$ cat config.mk
export PLATFORM = sky130hd
export DESIGN_NAME = resp_array_request_parser
export DESIGN_NICKNAME = d
export VERILOG_FILES = /design/src/sv/rarp_pkg.sv /design/src/sv/rarp_cfg.sv /design/src/sv/rarp_parse.sv /design/src/sv/resp_array_request_parser.sv
export SDC_FILE = /design/constraint.sdc
export NUM_CORES = 1
export LEC_CHECK = 0
export ABC_AREA = 1
export CAP_MARGIN = 20
export CORE_UTILIZATION = 43
export DETAILED_ROUTE_END_ITERATION = 7
export DONT_BUFFER_PORTS = 1
export GPL_TIMING_DRIVEN = 0
export PLACE_DENSITY = 0.58
export SLEW_MARGIN = 20
export SYNTH_ARGS = -nofsm -noshare
export SYNTH_HDL_FRONTEND = slang
export SYNTH_HIERARCHICAL = 1
export SYNTH_SLANG_ARGS = --single-unit
export TNS_END_PERCENT = 100
$ cat constraint.sdc
create_clock -name clk_i -period 10.42 [get_ports clk_i]
set_input_delay 0 -clock clk_i [delete_from_list [all_inputs] [get_ports clk_i]]
set_output_delay 0 -clock clk_i [all_outputs]
set_load 0.01 [all_outputs]
$ cat src/sv/rarp_pkg.sv
// Shared types and constants for the RESP array request parser.
package rarp_pkg;

  // Width of the count arithmetic; values are capped at the largest it holds.
  localparam int unsigned CountWidth = 32;
  localparam logic [63:0] WidthMax =
    (CountWidth >= 64) ? {64{1'b1}} : ((64'd1 << (CountWidth % 64)) - 64'd1);

  localparam int unsigned NumW = 31;

  localparam logic [7:0] ChStar   = 8'h2A;
  localparam logic [7:0] ChDollar = 8'h24;
  localparam logic [7:0] ChCr     = 8'h0D;
  localparam logic [7:0] ChLf     = 8'h0A;
  localparam logic [7:0] ChZero   = 8'h30;
  localparam logic [7:0] ChNine   = 8'h39;

  // Error codes reported in the value field.
  localparam logic [NumW-1:0] ErrExpStar   = 31'd1;
  localparam logic [NumW-1:0] ErrBadDigit  = 31'd2;
  localparam logic [NumW-1:0] ErrExpDollar = 31'd3;
  localparam logic [NumW-1:0] ErrExpCrLf   = 31'd4;
  localparam logic [NumW-1:0] ErrCountBig  = 31'd5;
  localparam logic [NumW-1:0] ErrLenBig    = 31'd6;

  localparam logic [NumW-1:0] MaxElementsReset   = 31'd1048576;
  localparam logic [NumW-1:0] MaxBulkLengthReset = 31'd536870912;

  typedef enum logic [2:0] {
    KIND_ARRAY   = 3'd0,
    KIND_BULK    = 3'd1,
    KIND_PAYLOAD = 3'd2,
    KIND_DONE    = 3'd3,
    KIND_ERROR   = 3'd4
  } kind_e;

  typedef enum logic [3:0] {
    PH_IDLE     = 4'd0,
    PH_COUNT    = 4'd1,
    PH_COUNT_LF = 4'd2,
    PH_DOLLAR   = 4'd3,
    PH_LEN      = 4'd4,
    PH_LEN_LF   = 4'd5,
    PH_DATA     = 4'd6,
    PH_DATA_CR  = 4'd7,
    PH_DATA_LF  = 4'd8
  } phase_e;

  // Register addresses (byte address bit 2 selects the register).
  localparam logic REG_MAX_ELEMENTS    = 1'b0;
  localparam logic REG_MAX_BULK_LENGTH = 1'b1;

  typedef struct packed {
    logic [NumW-1:0] max_elements;
    logic [NumW-1:0] max_bulk_length;
  } cfg_t;

  typedef struct packed {
    kind_e           kind;
    logic [NumW-1:0] value;
    logic [NumW-1:0] element_index;
    logic            last_of_element;
    logic            command_end;
  } result_t;

endpackage

$ cat src/sv/rarp_cfg.sv
// APB register file holding the two parser limits.
module rarp_cfg (
  input  logic               clk_i,
  input  logic               rst_ni,
  input  logic               psel,
  input  logic               penable,
  input  logic               pwrite,
  input  logic [2:0]         paddr,
  input  logic [31:0]        pwdata,
  output logic [31:0]        prdata,
  output logic               pready,
  output rarp_pkg::cfg_t     cfg_o
);
  import rarp_pkg::*;

  logic [NumW-1:0] max_elements_q;
  logic [NumW-1:0] max_bulk_length_q;
  logic            wr_en;

  assign pready = 1'b1;
  assign wr_en  = psel && penable && pwrite;

  always_ff @(posedge clk_i or negedge rst_ni) begin
    if (!rst_ni) begin
      max_elements_q    <= MaxElementsReset;
      max_bulk_length_q <= MaxBulkLengthReset;
    end else if (wr_en) begin
      if (paddr[2] == REG_MAX_ELEMENTS) begin
        max_elements_q <= pwdata[NumW-1:0];
      end else begin
        max_bulk_length_q <= pwdata[NumW-1:0];
      end
    end
  end

  always_comb begin
    if (paddr[2] == REG_MAX_BULK_LENGTH) begin
      prdata = {1'b0, max_bulk_length_q};
    end else begin
      prdata = {1'b0, max_elements_q};
    end
  end

  assign cfg_o.max_elements    = max_elements_q;
  assign cfg_o.max_bulk_length = max_bulk_length_q;

endmodule

$ cat src/sv/rarp_parse.sv
// Parser FSM: one byte per cycle on fire_i, zero or one result per byte.
module rarp_parse (
  input  logic               clk_i,
  input  logic               rst_ni,
  input  logic               fire_i,
  input  logic [7:0]         byte_i,
  input  logic               restart_i,
  input  rarp_pkg::cfg_t     cfg_i,
  output logic               res_valid_o,
  output rarp_pkg::result_t  res_o
);
  import rarp_pkg::*;

  phase_e          phase_q, phase_d, phase_e_cur;
  logic [NumW-1:0] acc_q, acc_d, acc_cur;
  logic [NumW-1:0] el_left_q, el_left_d, el_left_cur;
  logic [NumW-1:0] pay_left_q, pay_left_d, pay_left_cur;
  logic [NumW-1:0] cnt_q, cnt_d, cnt_cur;

  logic [NumW-1:0] limit;
  logic [NumW-1:0] cap;
  logic [NumW+3:0] acc_next;
  logic [NumW-1:0] pay_dec;
  logic [NumW-1:0] el_dec;
  logic            is_digit;

  always_ff @(posedge clk_i or negedge rst_ni) begin
    if (!rst_ni) begin
      phase_q    <= PH_IDLE;
      acc_q      <= '0;
      el_left_q  <= '0;
      pay_left_q <= '0;
      cnt_q      <= '0;
    end else if (fire_i) begin
      phase_q    <= phase_d;
      acc_q      <= acc_d;
      el_left_q  <= el_left_d;
      pay_left_q <= pay_left_d;
      cnt_q      <= cnt_d;
    end
  end

  // A restart clears the state before the byte is looked at.
  assign phase_e_cur  = restart_i ? PH_IDLE : phase_q;
  assign acc_cur      = restart_i ? '0 : acc_q;
  assign el_left_cur  = restart_i ? '0 : el_left_q;
  assign pay_left_cur = restart_i ? '0 : pay_left_q;
  assign cnt_cur      = restart_i ? '0 : cnt_q;

  // The accumulator never exceeds the cap, so only the new value is compared.
  assign limit    = (phase_e_cur == PH_LEN) ? cfg_i.max_bulk_length : cfg_i.max_elements;
  assign cap      = ({33'd0, limit} < WidthMax) ? limit : WidthMax[NumW-1:0];
  assign is_digit = (byte_i >= ChZero) && (byte_i <= ChNine);
  assign acc_next = {1'b0, acc_cur, 3'b000} + {3'b000, acc_cur, 1'b0}
                  + {31'd0, byte_i[3:0] - ChZero[3:0]};
  assign pay_dec  = pay_left_cur - 31'd1;
  assign el_dec   = el_left_cur - 31'd1;

  always_comb begin
    phase_d    = phase_e_cur;
    acc_d      = acc_cur;
    el_left_d  = el_left_cur;
    pay_left_d = pay_left_cur;
    cnt_d      = cnt_cur;

    res_valid_o           = 1'b0;
    res_o.kind            = KIND_ERROR;
    res_o.value           = '0;
    res_o.element_index   = cnt_cur;
    res_o.last_of_element = 1'b0;
    res_o.command_end     = 1'b0;

    case (phase_e_cur)
      PH_IDLE: begin
        if (byte_i != ChStar) begin
          res_valid_o = 1'b1;
          res_o.value = ErrExpStar;
        end else begin
          acc_d   = '0;
          cnt_d   = '0;
          phase_d = PH_COUNT;
        end
      end
      PH_COUNT, PH_LEN: begin
        if (byte_i == ChCr) begin
          phase_d = (phase_e_cur == PH_COUNT) ? PH_COUNT_LF : PH_LEN_LF;
        end else if (!is_digit) begin
          res_valid_o = 1'b1;
          res_o.value = ErrBadDigit;
        end else if (acc_next > {4'd0, cap}) begin
          res_valid_o = 1'b1;
          res_o.value = (phase_e_cur == PH_COUNT) ? ErrCountBig : ErrLenBig;
        end else begin
          acc_d = acc_next[NumW-1:0];
        end
      end
      PH_COUNT_LF: begin
        res_valid_o = 1'b1;
        if (byte_i != ChLf) begin
          res_o.value = ErrExpCrLf;
        end else begin
          res_o.kind          = KIND_ARRAY;
          res_o.value         = acc_cur;
          res_o.element_index = '0;
          acc_d               = '0;
          el_left_d           = acc_cur;
          cnt_d               = '0;
          phase_d             = PH_DOLLAR;
          if (acc_cur == '0) begin
            res_o.command_end = 1'b1;
          end
        end
      end
      PH_DOLLAR: begin
        if (byte_i != ChDollar) begin
          res_valid_o = 1'b1;
          res_o.value = ErrExpDollar;
        end else begin
          acc_d   = '0;
          phase_d = PH_LEN;
        end
      end
      PH_LEN_LF: begin
        res_valid_o = 1'b1;
        if (byte_i != ChLf) begin
          res_o.value = ErrExpCrLf;
        end else begin
          res_o.kind  = KIND_BULK;
          res_o.value = acc_cur;
          acc_d       = '0;
          pay_left_d  = acc_cur;
          phase_d     = (acc_cur == '0) ? PH_DATA_CR : PH_DATA;
        end
      end
      PH_DATA: begin
        res_valid_o           = 1'b1;
        res_o.kind            = KIND_PAYLOAD;
        res_o.value           = {23'd0, byte_i};
        res_o.last_of_element = (pay_dec == '0);
        pay_left_d            = pay_dec;
        if (pay_dec == '0) begin
          phase_d = PH_DATA_CR;
        end
      end
      PH_DATA_CR: begin
        if (byte_i != ChCr) begin
          res_valid_o = 1'b1;
          res_o.value = ErrExpCrLf;
        end else begin
          phase_d = PH_DATA_LF;
        end
      end
      PH_DATA_LF: begin
        res_valid_o = 1'b1;
        if (byte_i != ChLf) begin
          res_o.value = ErrExpCrLf;
        end else begin
          res_o.kind  = KIND_DONE;
          el_left_d   = el_dec;
          if (el_dec == '0) begin
            res_o.command_end = 1'b1;
          end else begin
            cnt_d   = cnt_cur + 31'd1;
            phase_d = PH_DOLLAR;
          end
        end
      end
      default: begin
        res_valid_o = 1'b1;
        res_o.value = ErrExpStar;
      end
    endcase

    // Errors and completed commands return everything to idle.
    if (res_valid_o && ((res_o.kind == KIND_ERROR) || res_o.command_end)) begin
      phase_d    = PH_IDLE;
      acc_d      = '0;
      el_left_d  = '0;
      pay_left_d = '0;
      cnt_d      = '0;
    end
  end

endmodule

$ cat src/sv/resp_array_request_parser.sv
// Top level of the RESP array request parser: input register, parser, result register.
// Each byte's result is computed from the input register into the result register.
// Throughput: one byte per cycle while the result register is not stalled, set by the
// combinational parser step between the input register and the result register.
// Reset: rst_ni is asynchronous and active low; it empties both registers,
// returns the parser to idle and loads the limit registers with their defaults.
module resp_array_request_parser (
  input  logic               clk_i,
  input  logic               rst_ni,
  input  logic               in_valid_i,
  output logic               in_stall_o,
  input  logic [7:0]         data_byte_i,
  input  logic               restart_i,
  output logic               out_valid_o,
  input  logic               out_stall_i,
  output logic [2:0]         kind_o,
  output logic [30:0]        value_o,
  output logic [30:0]        element_index_o,
  output logic               last_of_element_o,
  output logic               command_end_o,
  input  logic               psel,
  input  logic               penable,
  input  logic               pwrite,
  input  logic [2:0]         paddr,
  input  logic [31:0]        pwdata,
  output logic [31:0]        prdata,
  output logic               pready
);
  import rarp_pkg::*;

  cfg_t      cfg;
  result_t   res;
  logic      res_valid;
  logic      fire;

  logic       in_valid_q;
  logic [7:0] byte_q;
  logic       restart_q;
  logic       out_valid_q;
  result_t    out_q;

  // The held byte is consumed when the result register is free or draining.
  assign fire       = in_valid_q && (!out_valid_q || !out_stall_i);
  assign in_stall_o = in_valid_q && !fire;

  always_ff @(posedge clk_i or negedge rst_ni) begin
    if (!rst_ni) begin
      in_valid_q <= 1'b0;
    end else if (!in_stall_o) begin
      in_valid_q <= in_valid_i;
    end
  end

  always_ff @(posedge clk_i) begin
    if (in_valid_i && !in_stall_o) begin
      byte_q    <= data_byte_i;
      restart_q <= restart_i;
    end
  end

  rarp_cfg u_cfg (
    .clk_i   (clk_i),
    .rst_ni  (rst_ni),
    .psel    (psel),
    .penable (penable),
    .pwrite  (pwrite),
    .paddr   (paddr),
    .pwdata  (pwdata),
    .prdata  (prdata),
    .pready  (pready),
    .cfg_o   (cfg)
  );

  rarp_parse u_parse (
    .clk_i       (clk_i),
    .rst_ni      (rst_ni),
    .fire_i      (fire),
    .byte_i      (byte_q),
    .restart_i   (restart_q),
    .cfg_i       (cfg),
    .res_valid_o (res_valid),
    .res_o       (res)
  );

  always_ff @(posedge clk_i or negedge rst_ni) begin
    if (!rst_ni) begin
      out_valid_q <= 1'b0;
    end else if (fire) begin
      out_valid_q <= res_valid;
    end else if (!out_stall_i) begin
      out_valid_q <= 1'b0;
    end
  end

  always_ff @(posedge clk_i) begin
    if (fire && res_valid) begin
      out_q <= res;
    end
  end

  assign out_valid_o       = out_valid_q;
  assign kind_o            = out_q.kind;
  assign value_o           = out_q.value;
  assign element_index_o   = out_q.element_index;
  assign last_of_element_o = out_q.last_of_element;
  assign command_end_o     = out_q.command_end;

endmodule

* Word-level counts from Yosys, hierarchy flattened
Index checks and enable logic that the tools add are counted.
Storage, ports and cells: output and inout bits 102, bits of input ports 51, register bits after elaboration 268, logic and storage cells 132
Cells by class: bitwise gates (word level) 1, muxes and demuxes 70, reduce and logical (&&, ||, !) cells 22, $lt $le $gt $ge 3, eq/ne operators 15, add/subtract/negate cells 5
Operators with widths (count):
- $mux 31 | 28
- $pmux 31 s7 | 1
- $pmux 31 s2 | 2
- $pmux 31 s4 | 1
- $logic_not 31->1 | 3
- $pmux 31 s3 | 1
- $sub 31x1->31 const B | 2
- $mux 4 | 11
- $add 34x32->35 | 1
- $add 35x4->35 | 1
- $gt 35x31->1 | 1
- $pmux 4 s8 | 1
- $add 31x1->31 const B | 1
- $mux 3 | 6
- $eq 4x3->1 const B | 4
- $ne 8x4->1 const B | 2
- $ne 8x6->1 const B | 2
- $mux 1 | 14
- $pmux 3 s4 | 1
- $eq 4x2->1 const B | 2
- $eq 8x4->1 const B | 1
- $ge 8x6->1 const B | 1
- $le 8x6->1 const B | 1
- $logic_and 1x1->1 | 8
- 13 further kinds | 20

* Depth between registers and ports, before layout
depth after elaboration 10, mapped depth 38, mapped depth without buffers 34

* Cells and area by module
Netlist, hierarchy kept.
By module, submodules not included:
- rarp_parse | cells an instance 2889, area an instance 16472.0 um^2, seq. area each 3203.1 um^2, instances 1
- rarp_cfg | cells an instance 376, area an instance 2930.3 um^2, seq. area each 1554.0 um^2, instances 1
- resp_array_request_parser | cells an instance 91, area an instance 2383.5 um^2, seq. area each 2332.2 um^2, instances 1

* Worst setup path after synthesis
No wires, ideal clock.
kind register -> register, start point reg restart_q, end point reg out_q (netlist bit command_end_o) (enable), data arrival time 6.903 ns, stages on the path, launching flop included 32, buffers on the path 2, required time 9.927 ns, period minus slack after synthesis 7.396 ns, slack 3.024 ns, setup time 0.493 ns, path through edfxtp_1 buf_2 buf_2 nor2_1 xor2_1 inv_1 ha_1 fa_1 nand2_1 nand2_1 nand4_1 nand2_1 nand2_1 nand2_1 a21oi_1 xor2_1 inv_1 ha_1 nand2_1 inv_1 nand3_1 a31oi_1 nor2_1 nand2_1 nand2_1 nand2_1 nand2_1 nand3_1 nand2_1 nand2_1 inv_1 nor2_1
Between the ends: word-level cells in the longest chain between the ends 9, elaborated cells on any way between the ends 17, those cells by class add/sub: 2; order compare: 1; eq/ne: 4; mux: 7; reduce/logical: 3
RTL lines:
- start: declaration | RTL line resp_array_request_parser.sv:38 | logic restart_q;
- start signal: assignment | RTL line resp_array_request_parser.sv:57 | restart_q <= restart_i;
- $mux 31 / $mux 4 (equally long branches) | RTL line rarp_parse.sv:45, rarp_parse.sv:44
- $add 34x32->35 / $eq 4x3->1 (equally long branches) | RTL line rarp_parse.sv:54, rarp_parse.sv:51, rarp_parse.sv:73
- $add 35x4->35 / $mux 31 (equally long branches) | RTL line rarp_parse.sv:55, rarp_parse.sv:51
- $gt 35x31->1 | RTL line rarp_parse.sv:90 | end else if (acc_next > {4'd0, cap}) begin
- $mux 1 | RTL line rarp_parse.sv:90
- $mux 1 | RTL line rarp_parse.sv:87 | end else if (!is_digit) begin
- $mux 1 | RTL line rarp_parse.sv:85 | if (byte_i == ChCr) begin
- $pmux 1 s4 (*) | RTL line rarp_parse.sv:73 | case (phase_e_cur)
- named net res_valid | RTL line resp_array_request_parser.sv:33 | logic res_valid;
- $logic_and 1x1->1 (*) | RTL line resp_array_request_parser.sv:96 | if (fire && res_valid) begin
- end signal: assignment | RTL line resp_array_request_parser.sv:97 | out_q <= res;
- end: declaration | RTL line resp_array_request_parser.sv:40 | result_t out_q;
Mark *: on every way through the listed nets, which the timed path passes. The rest lies on a longest branch. A chain may end at the register's enable or synchronous reset.

* Final worst setup path
start point reg restart_q, end point reg out_q (netlist bit value_o[23]) (enable)
Same word-level chain as after synthesis.

==> results.toml <==
[cts]
cts_tree = "yes"
clkTransAtPathRegs_ns = 0.06
root_buffer = "clkbuf_16"
cts-htree-levels = 2
cts_setup_buffers = 0
clk_latency_ns = 0.57
ctsLongestPathBuffers = 3
numCtsBuffers = 35
cts.sinks = 268

[yosys]
syn-instance-count = 3356
yosys.area.top_type = "dfrtp_1"
syn_nets = 3505
ys.flop_type = "dfrtp_1"
ys_top_cells_by_area = "dfrtp_1 (22%), nand2_1 (21%), edfxtp_1 (10%)"
netlist_area_um2 = 21790
yosysWarnings = 6
syn-mean-instance-area_um2 = 6.492
ys_seq_area_share_pct = 32.54
synth_top_area_share_pct = 21.82
ys_seq_elements = 268
synth-edff-count = 76
yosysUniqueCellTypes = 60
async_flop_share_pct = 71.64

[timing]
finalCritPeriodShare_pct = 72.35
slew_violations = 0
setup_violations = 0
max_slew_margin_pct = 32.56
timing.fmax_mhz = 132.7
tns_ns = 0
worst_pin_slew_ns = 1.012
skew_ns = 0.02446
period_needed_ns = 7.538
worst_slack_ns = 2.882
grt_setup_unrepaired = "no"
finalHoldViolCount = 0

[placed_design]
io_buffers = 0
pre_cts_ws_ns = 3.022
place_area_um2 = 22680
place_congestion = 1.005
post-dp-hpwl_um = 69920

[grt]
grt_overflow = 0
track_usage_pct = 35.17
grt_pass1_vias = 22080
grt_pass1_wl_um = 135800
antenna_found_initial = 1
grt_max_degree = 193

[pwr]
p_leak_nw = 13.05
worst_ir_drop_vdd_uv = 122.0
p_per_area_nw_per_um2 = 111.6
power.total_mw = 2.742

[finish]
final_util_pct = 49.08
fin_nets = 3614
drive_gt1_share_pct = 4.897
syn_to_final_growth_pct = 12.80
fillCellCount = 5298
design_area_um2 = 24570

[setup_path]
cp_slowest_cell = "nor2_4"
required_ns = 10.67
cp.arrival_ns = 7.79
crit_start = "restart_q"
start_kind = "flip-flop"
cpPeakStageDelay_ns = 0.62
cp_common_cell = "nand2_1"
timing.rr.start = "restart_q"
worst-path-max-fanout = 24
endpoint_kind = "flip-flop"
crit_type = "reg2reg"

[die]
core_um2 = 50070
die_y_um = 227.1
die-area_um2 = 51570
num_rows = 82
ios = 153
start_util_pct = 43.51
die_w_um = 227.1

[worst_hold_path]
hold_path_class = "in2reg"
hold_start = "data_byte_i[2]"

[run]
max-cap-violations = 0

[routing]
drt_iter0_drc = 2516
first_pass_iters = 8
drcViolationCount = 0
routed_wl_um = 91270
routed-via-count = 23690
vias_per_cell = 5.687
ant_nets = 0
avgRoutedWirePerCell_um = 21.91

[run_status]
status = "complete, no violations"
==> cells in the final DEF, fill, tap and decap left out, types with 18 or more instances in the layout <==
cell / n
a21oi_1: 98
buf_2: 24
buf_6: 18
clkbuf_1: 85
clkbuf_16: 37
dfrtp_1: 190
dlygate4sd3_1: 68
edfxtp_1: 76
ha_1: 97
inv_1: 319
mux2i_1: 30
nand2_1: 1217
nand3_1: 245
nand4_1: 64
nor2_1: 385
nor3_1: 61
o21ai_0: 150
o21ai_1: 37
o22ai_1: 27
xor2_1: 47
==> what timing repair did <==
item / in CTS / in global routing
hold endpoints to repair: 265 / 0
hold buffers: 69 / 0
gates resized for setup: 0 / 0
==> flip-flops by register name, indices dropped and copies added, names as in the netlist, 8 cells and up <==
register                 cells
u_parse/pay_left_q          31
u_parse/el_left_q           31
u_parse/cnt_q               31
u_cfg/max_elements_q        31
u_parse/acc_q               31
byte_q                       8
element_index_o             31
value_o                     31
u_cfg/max_bulk_length_q     31
==> Yosys cell counts (15+ instances only) <==
| library cell | count |
|---|---|
| o21ai_1 | 37 |
| clkbuf_1 | 80 |
| nand4_1 | 64 |
| o21ai_0 | 150 |
| o211ai_1 | 15 |
| buf_2 | 24 |
| nand3_1 | 245 |
| inv_1 | 319 |
| xor2_1 | 47 |
| o221ai_1 | 17 |
| ha_1 | 97 |
| edfxtp_1 | 76 |
| buf_6 | 18 |
| nand2_1 | 1217 |
| mux2i_1 | 30 |
| dfrtp_1 | 190 |
| nor3_1 | 61 |
| a21oi_1 | 98 |
| nor2_1 | 386 |
| o22ai_1 | 27 |
==> stage by stage <==
step           hold WS [ns]  instances
2_1_floorplan       -0.2956       3356
3_3_place_gp        -0.2794       4028
5_1_grt             0.03761       4164
4_1_cts             0.01587       4163
6_report            0.05581       4165
3_5_place_dp        -0.2794       4030
==> worst paths after layout <==
| path | to | slack [ns] | depth (start not counted) |
|---|---|---|---|
| min | byte_q[2] | 0.06 | 1 |
| min in group asynchronous | u_parse/el_left_q[16] | 0.07 | 2 |
| max in group asynchronous | u_parse/pay_left_q[28] | 9.34 | 3 |
| max reg2reg | value_o[23] | 2.88 | 29 |
| max | value_o[23] | 2.88 | 29 |
| min reg2reg | u_cfg/max_bulk_length_q[29] | 0.48 | 2 |
==> final cells by class <==
type,instances,area (µm²),area share [%]
Inverter,336,1261,5.132
Clock buffer,43,958.4,3.900
Buffer,142,745.7,3.034
Sequential cell,268,7089,28.85
Clock inverter,21,196.4,0.7993
Antenna cell,1,2.502,0.01018
Multi-Input combinational cell,2610,12700,51.67
Timing Repair Buffer,72,783.3,3.187
Tap cell,672,840.8,3.421
==> routing by layer <==
metal / global-route usage, % / wire length, µm / share of wire (%) / up-vias
met4: 14.12 / 3667 / 4.0 / 0
met2: 55.66 / 40940 / 45 / 1138
met3: 5.382 / 7675 / 8.4 / 183
met5: 0 / 0 / 0 / -
met1: 47.86 / 38990 / 43 / 11210
li1: - / - / - / 11160
==> kinds of logic after synthesis <==
kind of cell	after synthesis	share of synthesized area (%)
XOR/XNOR	61	2.452
multiplexers	31	1.430
other	2	0.03447
buffers and inverters	478	9.212
flip-flops	268	32.54
adder cells (fa/ha/maj)	98	5.663
AND/OR/NAND/NOR	2021	38.23
AO/OA/AOI/OAI	397	10.44
==> report_power, final <==
part           switching (mW)  internal [mW]  leakage [nW]
Sequential             0.0566           1.15          3.34
Clock                   0.522          0.713         0.554
Combinational           0.200         0.0982          9.16
==> critical path, delay by kind of cell, from the launching register on <==
family | cells | cell delay (ns)
flip-flops | 1 | 0.50
adder cells (fa/ha/maj) | 3 | 0.99
AND/OR/NAND/NOR | 14 | 2.88
AO/OA/AOI/OAI | 2 | 0.35
buffers and inverters | 9 | 1.97
XOR/XNOR | 1 | 0.47
Note: power is estimated with default switching activity, not from simulation.
